--- src/rtl/sset_pkg.sv ---
// Shared types and constants for the sorted set block.
// Used by sset_ctrl, sset_dp and sorted_set_insert_search_delete; no dependencies.
package sset_pkg;

   // Default table size
   localparam int CAPACITY_DEFAULT = 64;

   // Field widths
   localparam int ACTION_W      = 2;
   localparam int VALUE_W       = 32;
   localparam int STATUS_W      = 2;
   localparam int ENTRY_COUNT_W = 7;

   // Request kinds
   localparam logic [ACTION_W-1:0] ACT_SEARCH = 2'd0;
   localparam logic [ACTION_W-1:0] ACT_INSERT = 2'd1;
   localparam logic [ACTION_W-1:0] ACT_DELETE = 2'd2;

   // Result status codes
   localparam logic [STATUS_W-1:0] ST_DONE   = 2'd0;
   localparam logic [STATUS_W-1:0] ST_DUP    = 2'd1;
   localparam logic [STATUS_W-1:0] ST_ABSENT = 2'd2;
   localparam logic [STATUS_W-1:0] ST_FULL   = 2'd3;

   // Datapath operations issued by the controller
   typedef enum logic [3:0] {
      OP_NOP,
      OP_LOAD,
      OP_SCAN_STEP,
      OP_SCAN_HIT,
      OP_INS_START,
      OP_INS_STEP,
      OP_INS_LAST,
      OP_DEL_START,
      OP_DEL_STEP,
      OP_DEL_LAST,
      OP_COUNT_DEC
   } dp_op_type;

   // Controller to datapath command
   typedef struct packed {
      dp_op_type op;
      logic      set_status;
      logic      emit;
   } dp_cmd_type;

   // Datapath to controller status
   typedef struct packed {
      logic count_zero;   // table is empty
      logic hit;          // entry read is not less than the request value
      logic next_is_end;  // index + 1 equals the entry count
      logic at_end;       // index equals the entry count
      logic del_last;     // index + 2 equals the entry count
      logic present;      // request value was found
      logic full;         // table holds CAPACITY entries
      logic is_ins;       // request is an insert
      logic is_del;       // request is a delete
   } dp_stat_type;

endpackage

--- src/rtl/sorted_set_insert_search_delete.sv ---
// Sorted set of distinct signed 32-bit values with search, insert and delete.
// Top level: joins sset_ctrl and sset_dp. Depends on sset_pkg.
//
// Usage:
//   Request channel req_*: one word per request, action in req_tuser, value in
//   req_tdata. Result channel rsp_*: one word per request, found and status in
//   rsp_tuser, entry count after the request in rsp_tdata.
//   One request is worked on at a time. A request scans the table from the
//   bottom up to the position where its value lands; an insert that stores the
//   value then ripples the entries above it up, and a delete that removes it
//   pulls the entries above it down. The scan and the shift both go through the
//   single read and single write port of the value table, one entry per cycle.
//   The result sits in an output register; the next request is accepted while
//   it waits. If the receiver stalls, the following request completes its work
//   and then holds in its last step until the result register is taken.
//   Reset empties the table at once (no clearing pass) and drops any pending
//   result.
module sorted_set_insert_search_delete #(
   parameter int CAPACITY = sset_pkg::CAPACITY_DEFAULT
) (
   input  logic        clock,
   input  logic        reset,
   input  logic        req_tvalid,
   output logic        req_tready,
   input  logic [31:0] req_tdata,   // [31:0] value
   input  logic [1:0]  req_tuser,   // [1:0] action
   output logic        rsp_tvalid,
   input  logic        rsp_tready,
   output logic [7:0]  rsp_tdata,   // [6:0] entry_count, [7] zero
   output logic [2:0]  rsp_tuser    // [0] found, [2:1] status
);

   sset_pkg::dp_cmd_type                cmd;
   sset_pkg::dp_stat_type               stat;
   logic                                rsp_found;
   logic [sset_pkg::STATUS_W-1:0]       rsp_status;
   logic [sset_pkg::ENTRY_COUNT_W-1:0]  rsp_entry_count;

   // Sequencer
   sset_ctrl u_ctrl (
      .clock      (clock),
      .reset      (reset),
      .req_tvalid (req_tvalid),
      .req_tready (req_tready),
      .rsp_tvalid (rsp_tvalid),
      .rsp_tready (rsp_tready),
      .cmd        (cmd),
      .stat       (stat)
   );

   // Table and result datapath
   sset_dp #(
      .CAPACITY (CAPACITY)
   ) u_dp (
      .clock           (clock),
      .reset           (reset),
      .cmd             (cmd),
      .stat            (stat),
      .req_action      (req_tuser),
      .req_value       (req_tdata),
      .rsp_found       (rsp_found),
      .rsp_status      (rsp_status),
      .rsp_entry_count (rsp_entry_count)
   );

   // Pack result word
   assign rsp_tdata = {1'b0, rsp_entry_count};
   assign rsp_tuser = {rsp_status, rsp_found};

endmodule

--- src/rtl/sset_dp.sv ---
// Datapath of the sorted set: value table memory, scan index, entry count,
// ripple carry for shifting, and the result register. Depends on sset_pkg.
module sset_dp #(
   parameter int CAPACITY = sset_pkg::CAPACITY_DEFAULT
) (
   input  logic                                   clock,
   input  logic                                   reset,
   input  sset_pkg::dp_cmd_type                   cmd,
   output sset_pkg::dp_stat_type                  stat,
   input  logic [sset_pkg::ACTION_W-1:0]          req_action,
   input  logic [sset_pkg::VALUE_W-1:0]           req_value,
   output logic                                   rsp_found,
   output logic [sset_pkg::STATUS_W-1:0]          rsp_status,
   output logic [sset_pkg::ENTRY_COUNT_W-1:0]     rsp_entry_count
);

   localparam int AW = $clog2(CAPACITY);
   localparam int CW = $clog2(CAPACITY + 1);

   // Value table, ascending by signed value
   logic        [sset_pkg::VALUE_W-1:0] mem_ff [CAPACITY];
   logic signed [sset_pkg::VALUE_W-1:0] rd_data_ff;
   logic        [AW-1:0]                rd_addr;
   logic                                wr_en;
   logic        [sset_pkg::VALUE_W-1:0] wr_data;

   // Request and working registers
   logic        [sset_pkg::ACTION_W-1:0] act_ff;
   logic signed [sset_pkg::VALUE_W-1:0]  val_ff;
   logic        [sset_pkg::VALUE_W-1:0]  carry_ff;
   logic        [AW-1:0]                 idx_ff;
   logic        [CW-1:0]                 count_ff;
   logic                                 present_ff;
   logic        [sset_pkg::STATUS_W-1:0] status_ff;
   logic        [sset_pkg::STATUS_W-1:0] status_in;

   // Result register
   logic                                    rsp_found_ff;
   logic [sset_pkg::STATUS_W-1:0]           rsp_status_ff;
   logic [sset_pkg::ENTRY_COUNT_W-1:0]      rsp_count_ff;

   logic [CW-1:0] idx_p1;
   logic [CW-1:0] idx_p2;

   assign idx_p1 = CW'(idx_ff) + CW'(1);
   assign idx_p2 = CW'(idx_ff) + CW'(2);

   // Status toward the controller
   always_comb begin
      stat.count_zero  = (count_ff == '0);
      stat.hit         = (rd_data_ff >= val_ff);
      stat.next_is_end = (idx_p1 == count_ff);
      stat.at_end      = (CW'(idx_ff) == count_ff);
      stat.del_last    = (idx_p2 == count_ff);
      stat.present     = present_ff;
      stat.full        = (count_ff == CW'(CAPACITY));
      stat.is_ins      = (act_ff == sset_pkg::ACT_INSERT);
      stat.is_del      = (act_ff == sset_pkg::ACT_DELETE);
   end

   // Select the memory read address for the next cycle
   always_comb begin
      unique case (cmd.op)
         sset_pkg::OP_LOAD:      rd_addr = '0;
         sset_pkg::OP_SCAN_STEP: rd_addr = AW'(idx_p1);
         sset_pkg::OP_INS_START: rd_addr = idx_ff;
         sset_pkg::OP_INS_STEP:  rd_addr = AW'(idx_p1);
         sset_pkg::OP_DEL_START: rd_addr = AW'(idx_p1);
         sset_pkg::OP_DEL_STEP:  rd_addr = AW'(idx_p2);
         default:                rd_addr = idx_ff;
      endcase
   end

   // Shift writes: insert ripples the carry up, delete pulls the next entry down
   always_comb begin
      wr_en   = (cmd.op == sset_pkg::OP_INS_STEP) || (cmd.op == sset_pkg::OP_INS_LAST) ||
                (cmd.op == sset_pkg::OP_DEL_STEP) || (cmd.op == sset_pkg::OP_DEL_LAST);
      wr_data = ((cmd.op == sset_pkg::OP_INS_STEP) || (cmd.op == sset_pkg::OP_INS_LAST))
                ? carry_ff : rd_data_ff;
   end

   // Result status from the request kind and the scan outcome
   always_comb begin
      case (act_ff)
         sset_pkg::ACT_INSERT:
            status_in = present_ff ? sset_pkg::ST_DUP :
                        (stat.full ? sset_pkg::ST_FULL : sset_pkg::ST_DONE);
         default:
            status_in = present_ff ? sset_pkg::ST_DONE : sset_pkg::ST_ABSENT;
      endcase
   end

   // Table memory
   always_ff @(posedge clock) begin
      if (wr_en) begin
         mem_ff[idx_ff] <= wr_data;
      end
      rd_data_ff <= mem_ff[rd_addr];
   end

   // Entry count
   always_ff @(posedge clock) begin
      if (reset) begin
         count_ff <= '0;
      end else if (cmd.op == sset_pkg::OP_INS_LAST) begin
         count_ff <= count_ff + CW'(1);
      end else if ((cmd.op == sset_pkg::OP_DEL_LAST) || (cmd.op == sset_pkg::OP_COUNT_DEC)) begin
         count_ff <= count_ff - CW'(1);
      end
   end

   // Working registers
   always_ff @(posedge clock) begin
      case (cmd.op) inside
         sset_pkg::OP_LOAD: begin
            act_ff     <= req_action;
            val_ff     <= req_value;
            idx_ff     <= '0;
            present_ff <= 1'b0;
         end
         sset_pkg::OP_SCAN_STEP: idx_ff <= AW'(idx_p1);
         sset_pkg::OP_SCAN_HIT:  present_ff <= (rd_data_ff == val_ff);
         sset_pkg::OP_INS_START: carry_ff <= val_ff;
         sset_pkg::OP_INS_STEP, sset_pkg::OP_INS_LAST: begin
            carry_ff <= rd_data_ff;
            idx_ff   <= AW'(idx_p1);
         end
         sset_pkg::OP_DEL_STEP, sset_pkg::OP_DEL_LAST: idx_ff <= AW'(idx_p1);
         default: ;
      endcase
      if (cmd.set_status) begin
         status_ff <= status_in;
      end
   end

   // Result register, loaded when the controller emits a word
   always_ff @(posedge clock) begin
      if (cmd.emit) begin
         rsp_found_ff  <= present_ff;
         rsp_status_ff <= status_ff;
         rsp_count_ff  <= sset_pkg::ENTRY_COUNT_W'(count_ff);
      end
   end

   assign rsp_found       = rsp_found_ff;
   assign rsp_status      = rsp_status_ff;
   assign rsp_entry_count = rsp_count_ff;

endmodule

--- src/rtl/sset_ctrl.sv ---
// Controller of the sorted set: sequences scan, insert ripple and delete shift,
// and owns the result valid flag. Depends on sset_pkg.
module sset_ctrl (
   input  logic                  clock,
   input  logic                  reset,
   input  logic                  req_tvalid,
   output logic                  req_tready,
   output logic                  rsp_tvalid,
   input  logic                  rsp_tready,
   output sset_pkg::dp_cmd_type  cmd,
   input  sset_pkg::dp_stat_type stat
);

   typedef enum logic [2:0] {
      S_IDLE,
      S_SCAN,
      S_DECIDE,
      S_INS,
      S_DEL,
      S_FINISH
   } state_type;

   state_type state_ff;
   state_type state_in;
   logic      rsp_valid_ff;
   logic      rsp_valid_in;
   logic      slot_free;

   assign slot_free  = !rsp_valid_ff || rsp_tready;
   assign req_tready = (state_ff == S_IDLE);
   assign rsp_tvalid = rsp_valid_ff;

   // Next state and datapath commands
   always_comb begin
      state_in       = state_ff;
      cmd.op         = sset_pkg::OP_NOP;
      cmd.set_status = 1'b0;
      cmd.emit       = 1'b0;
      rsp_valid_in   = rsp_valid_ff && !rsp_tready;
      unique case (state_ff)
         S_IDLE: begin
            if (req_tvalid) begin
               cmd.op   = sset_pkg::OP_LOAD;
               state_in = stat.count_zero ? S_DECIDE : S_SCAN;
            end
         end
         S_SCAN: begin
            // stop at the first entry not below the value, or past the last one
            if (stat.hit) begin
               cmd.op   = sset_pkg::OP_SCAN_HIT;
               state_in = S_DECIDE;
            end else begin
               cmd.op = sset_pkg::OP_SCAN_STEP;
               if (stat.next_is_end) begin
                  state_in = S_DECIDE;
               end
            end
         end
         S_DECIDE: begin
            cmd.set_status = 1'b1;
            if (stat.is_ins && !stat.present && !stat.full) begin
               cmd.op   = sset_pkg::OP_INS_START;
               state_in = S_INS;
            end else if (stat.is_del && stat.present) begin
               if (stat.next_is_end) begin
                  cmd.op   = sset_pkg::OP_COUNT_DEC;
                  state_in = S_FINISH;
               end else begin
                  cmd.op   = sset_pkg::OP_DEL_START;
                  state_in = S_DEL;
               end
            end else begin
               state_in = S_FINISH;
            end
         end
         S_INS: begin
            if (stat.at_end) begin
               cmd.op   = sset_pkg::OP_INS_LAST;
               state_in = S_FINISH;
            end else begin
               cmd.op = sset_pkg::OP_INS_STEP;
            end
         end
         S_DEL: begin
            if (stat.del_last) begin
               cmd.op   = sset_pkg::OP_DEL_LAST;
               state_in = S_FINISH;
            end else begin
               cmd.op = sset_pkg::OP_DEL_STEP;
            end
         end
         S_FINISH: begin
            // hold until the result register is free
            if (slot_free) begin
               cmd.emit     = 1'b1;
               rsp_valid_in = 1'b1;
               state_in     = S_IDLE;
            end
         end
         default: state_in = S_IDLE;
      endcase
   end

   // State and result valid
   always_ff @(posedge clock) begin
      if (reset) begin
         state_ff     <= S_IDLE;
         rsp_valid_ff <= 1'b0;
      end else begin
         state_ff     <= state_in;
         rsp_valid_ff <= rsp_valid_in;
      end
   end

endmodule
--- config.mk ---
export PLATFORM = sky130hd
export DESIGN_NAME = sorted_set_insert_search_delete
export DESIGN_NICKNAME = d
export VERILOG_FILES = /design/src/rtl/sset_pkg.sv /design/src/rtl/sorted_set_insert_search_delete.sv /design/src/rtl/sset_dp.sv /design/src/rtl/sset_ctrl.sv
export SDC_FILE = /design/constraint.sdc
export NUM_CORES = 2
export LEC_CHECK = 0
export ABC_AREA = 0
export BUFFER_PORTS_ARGS = -buffer_cell sky130_fd_sc_hd__buf_2
export CAP_MARGIN = 20
export CORE_MARGIN = 3
export CORE_UTILIZATION = 40
export CTS_BUF_LIST = sky130_fd_sc_hd__clkbuf_8
export DETAILED_ROUTE_END_ITERATION = 10
export GPL_ROUTABILITY_DRIVEN = 0
export MAX_ROUTING_LAYER = met4
export PLACE_DENSITY = 0.59
export REMOVE_ABC_BUFFERS = 1
export SLEW_MARGIN = 15
export SYNTH_ARGS = -nofsm -noshare
export SYNTH_HDL_FRONTEND = slang
export SYNTH_SLANG_ARGS = --single-unit
--- constraint.sdc ---
create_clock -name clock -period 11.45 [get_ports clock]
set_input_delay 0 -clock clock [delete_from_list [all_inputs] [get_ports clock]]
set_output_delay 0 -clock clock [all_outputs]
set_load 0.02 [all_outputs]
==> impl_metrics.toml <==
[clock_network]
cts.sinks = 2176
clk_latency_ns = 1.05
cts_inserted_buffers = 372
htree_levels = 5
cts_tree = "done"
post-cts-setup-buffer-count = 0
cts_root_buffer = "clkbuf_8"
path_clk_slew_ns = 0.06
clockBufferDepth = 4

[worst_setup_path]
worstSetupPathType = "flop to flop"
r2r.worst_path.cells = 16
worstReg2RegEnd = "u_dp.rd_data_ff[12]$_DFF_P_"
startpoint = "u_dp.rd_data_ff[1]$_DFF_P_"
crit_path_max_fanout = 83
rr_startpoint = "u_dp.rd_data_ff[1]$_DFF_P_"
cp-end-kind = "flop"
r2r_setup_slack_ns = 4.31
cp-start-kind = "flop"
crit_required_ns = 12.30
critPathArrivalTime_ns = 8.00

[run]
cap_viol_max_count = 0

[finish]
area_growth_pct = 13.18
seq_area_um2 = 64840
drive_gt1_share_pct = 13.97
multi_input_area_um2 = 22730
n_fill_cell = 19030
nNetsFinal = 5354
final_area_um2 = 100300

[power]
powerDensity_nw_per_um2 = 241.3
p_clk_share_pct = 26.0
p_int_uw = 16080
leakage_uw = 0.04083
pwr-share-seq_pct = 43.3
switching_share_pct = 33.59
share_comb_of_total_power_pct = 30.8
switchingPower_uw = 8130
irDropWorstVdd_mv = 0.3378

[grt]
grt_use_total_pct = 21.10
grt.overflow.total = 0
grt_pass1_vias = 45910
antenna_found_initial = 27
grt_max_degree = 139
grt_pass1_wl_mm = 334.9

[synthesis]
synthCells = 4888
ys_warn_count = 0
synth_top_area_share_pct = 72.04
ys.flop_type = "edfxtp_1"
yosysMostFrequentCell = "edfxtp_1"
ys_seq_area_share_pct = 73.17
postSynth.asyncResetShare_pct = 0
post-synth-top-area-cell = "edfxtp_1"
synth_edf_count = 2126
ys_top_cells_by_count = "edfxtp_1, mux2i_1, o22ai_1"
syn-cell-area_um2 = 88620
synthTopCellsByArea = "edfxtp_1, mux2i_1, dfxtp_1"
syn_avg_cell_area_um2 = 18.13
yosysUniqueCellTypes = 70
ys_ff_latch = 2176

[timing]
layout_min_cycle_time_ns = 7.144
worstMarginPinSlew_ns = 1.236
slew_headroom_pct = 17.61
finClkSkew_ns = 0.1136
slew_viol_final = 0
timing.fmax_mhz = 140.0
post-route-period-util_pct = 62.39
setup_violations = 0
finalHoldViolations = 0
rsz0062_at_grt = "no"
hold_slack_ns = 0.1899

[route]
wl_mm = 237.5
drt_iter0_markers = 3860
wire_per_inst_um = 27.87
antenna_left = 0
drtPass1Iterations = 6
via_per_inst = 5.383
num_vias = 45890
drc = 0

[hold_path]
min_to = "u_dp.val_ff[16]$_DFFE_PN_"
hold_path_class = "input pin to flop"
hold_depth = 3
hp-start = "req_tdata[16]"

[die]
die_area_um2 = 227200
io_pins = 51
rows = 172
core_area_um2 = 219900
start_util_pct = 40.29
chipHeight_um = 476.7
die_x_um = 476.7

[outcome]
status = "finished clean"

[place]
portBuffers = 49
dpl.hpwl_mm = 131.4
place_area_um2 = 92920
-- layout by cell type, fill, tap and decap left out, types with 19 or more instances in the layout --
cell type      netlist  layout
a21oi_1             19      19
buf_2              121      49
buf_4               28     132
clkbuf_8             0     395
clkinv_1             1      79
clkinv_2             0      36
dfxtp_1             50      50
diode_2              0      24
dlygate4sd3_1        0      74
edfxtp_1          2126    2126
ha_1                42      42
inv_1               36     157
mux2_2              36      30
mux2i_1           1799    1798
nand2_1             62      61
nor2_1             100      35
nor2_4               0      65
o21ai_0             36      36
o22ai_1            131     122
or4_1               33      33
-- sequential cells by signal, summed over array words and instances, names as in the netlist --
name / count
u_dp.val_ff: 32
u_ctrl.state_ff: 3
u_dp.rsp_found: 1
u_dp.idx_ff: 6
u_dp.rd_data_ff: 32
u_dp.count_ff: 7
u_dp.act_ff: 2
u_ctrl.rsp_tvalid: 1
u_dp.rsp_entry_count: 7
u_dp.rsp_status: 2
u_dp.present_ff: 1
u_dp.status_ff: 2
u_dp.mem_ff: 2048
u_dp.carry_ff: 32
-- per-layer routing --
layer / wire length (um) / track usage (%)
met5: 0 / -
met1: 100500 / 27.31
met3: 15660 / 4.179
met2: 111800 / 32.70
met4: 9536 / 8.558
-- worst max-delay path, cell delays in order, from the launching register on --
cell       delay, ns
dfxtp_1         0.61
ha_1            0.33
nor2b_1         0.13
o211ai_1        0.21
a2111oi_0       0.14
buf_4           0.15
o31ai_1         0.46
and4b_1         0.58
mux2i_4         0.40
a21boi_1        0.13
o21ai_1         0.27
mux2i_4         0.83
buf_4           0.60
buf_12          0.67
mux2i_1         0.29
o22ai_1         0.34
or4_1           0.63
-- layout make-up --
class / instances / area share, %
Tap cell: 2958 / 3.690
Antenna cell: 24 / 0.05988
Multi-Input combinational cell: 2417 / 22.66
Sequential cell: 2176 / 64.65
Clock inverter: 248 / 1.131
Timing Repair Buffer: 269 / 2.249
Clock buffer: 395 / 5.420
Inverter: 37 / 0.1385
-- worst max-delay path by stage --
| stage | endpoint |
|---|---|
| floorplan | u_dp.rd_data_ff[30]$_DFF_P_ |
| global placement | u_dp.rd_data_ff[12]$_DFF_P_ |
| detailed placement | u_dp.rd_data_ff[12]$_DFF_P_ |
| CTS | u_dp.rd_data_ff[17]$_DFF_P_ |
| global route | u_dp.rd_data_ff[27]$_DFF_P_ |
| finish | u_dp.rd_data_ff[12]$_DFF_P_ |
-- kinds of logic (layout without fill, tap and decap cells) --
kind of cell | after synthesis | in the layout | share of synthesized area (%)
AOI/OAI and AO/OA | 234 | 234 | 1.673
DFF | 2176 | 2176 | 73.17
adders and majority gates | 43 | 43 | 0.6156
buffers and inverters | 295 | 949 | 1.909
other | 1 | 25 | 0.004231
and+or+nand+nor | 278 | 278 | 1.570
xor gates and xnor gates | 23 | 23 | 0.2273
muxes | 1838 | 1838 | 20.83
-- power by group through the flow --
stage	Sequential (uW)	Combinational, uW	Clock, uW
after global routing	10500	7940	6820
after detailed placement	10600	7430	0
final	10500	7450	6290
after global placement	10600	7250	0
after floorplan	10500	5420	0
after CTS	10500	7460	6440
-- per-stage QoR --
step | cells | TNS [ns] | worst slack (ns) | total power [uW] | utilization (%)
global route | 8513 | 0 | 4.195 | 25230 | 45.59
detailed placement | 7782 | 0 | 4.439 | 18060 | 42.25
global placement | 7777 | 0 | 4.443 | 17880 | 42.20
finish | 8524 | 0 | 4.306 | 24210 | 45.60
floorplan | 4630 | -1824.23 | -57.01 | 15890 | -
CTS | 8499 | 0 | 4.365 | 24370 | 45.57
-- timing repair --
action	in CTS	in global routing
hold buffers	74	0
hold endpoints to repair	72	0
resized for setup	0	0
Power figures use the tool's default switching activity.
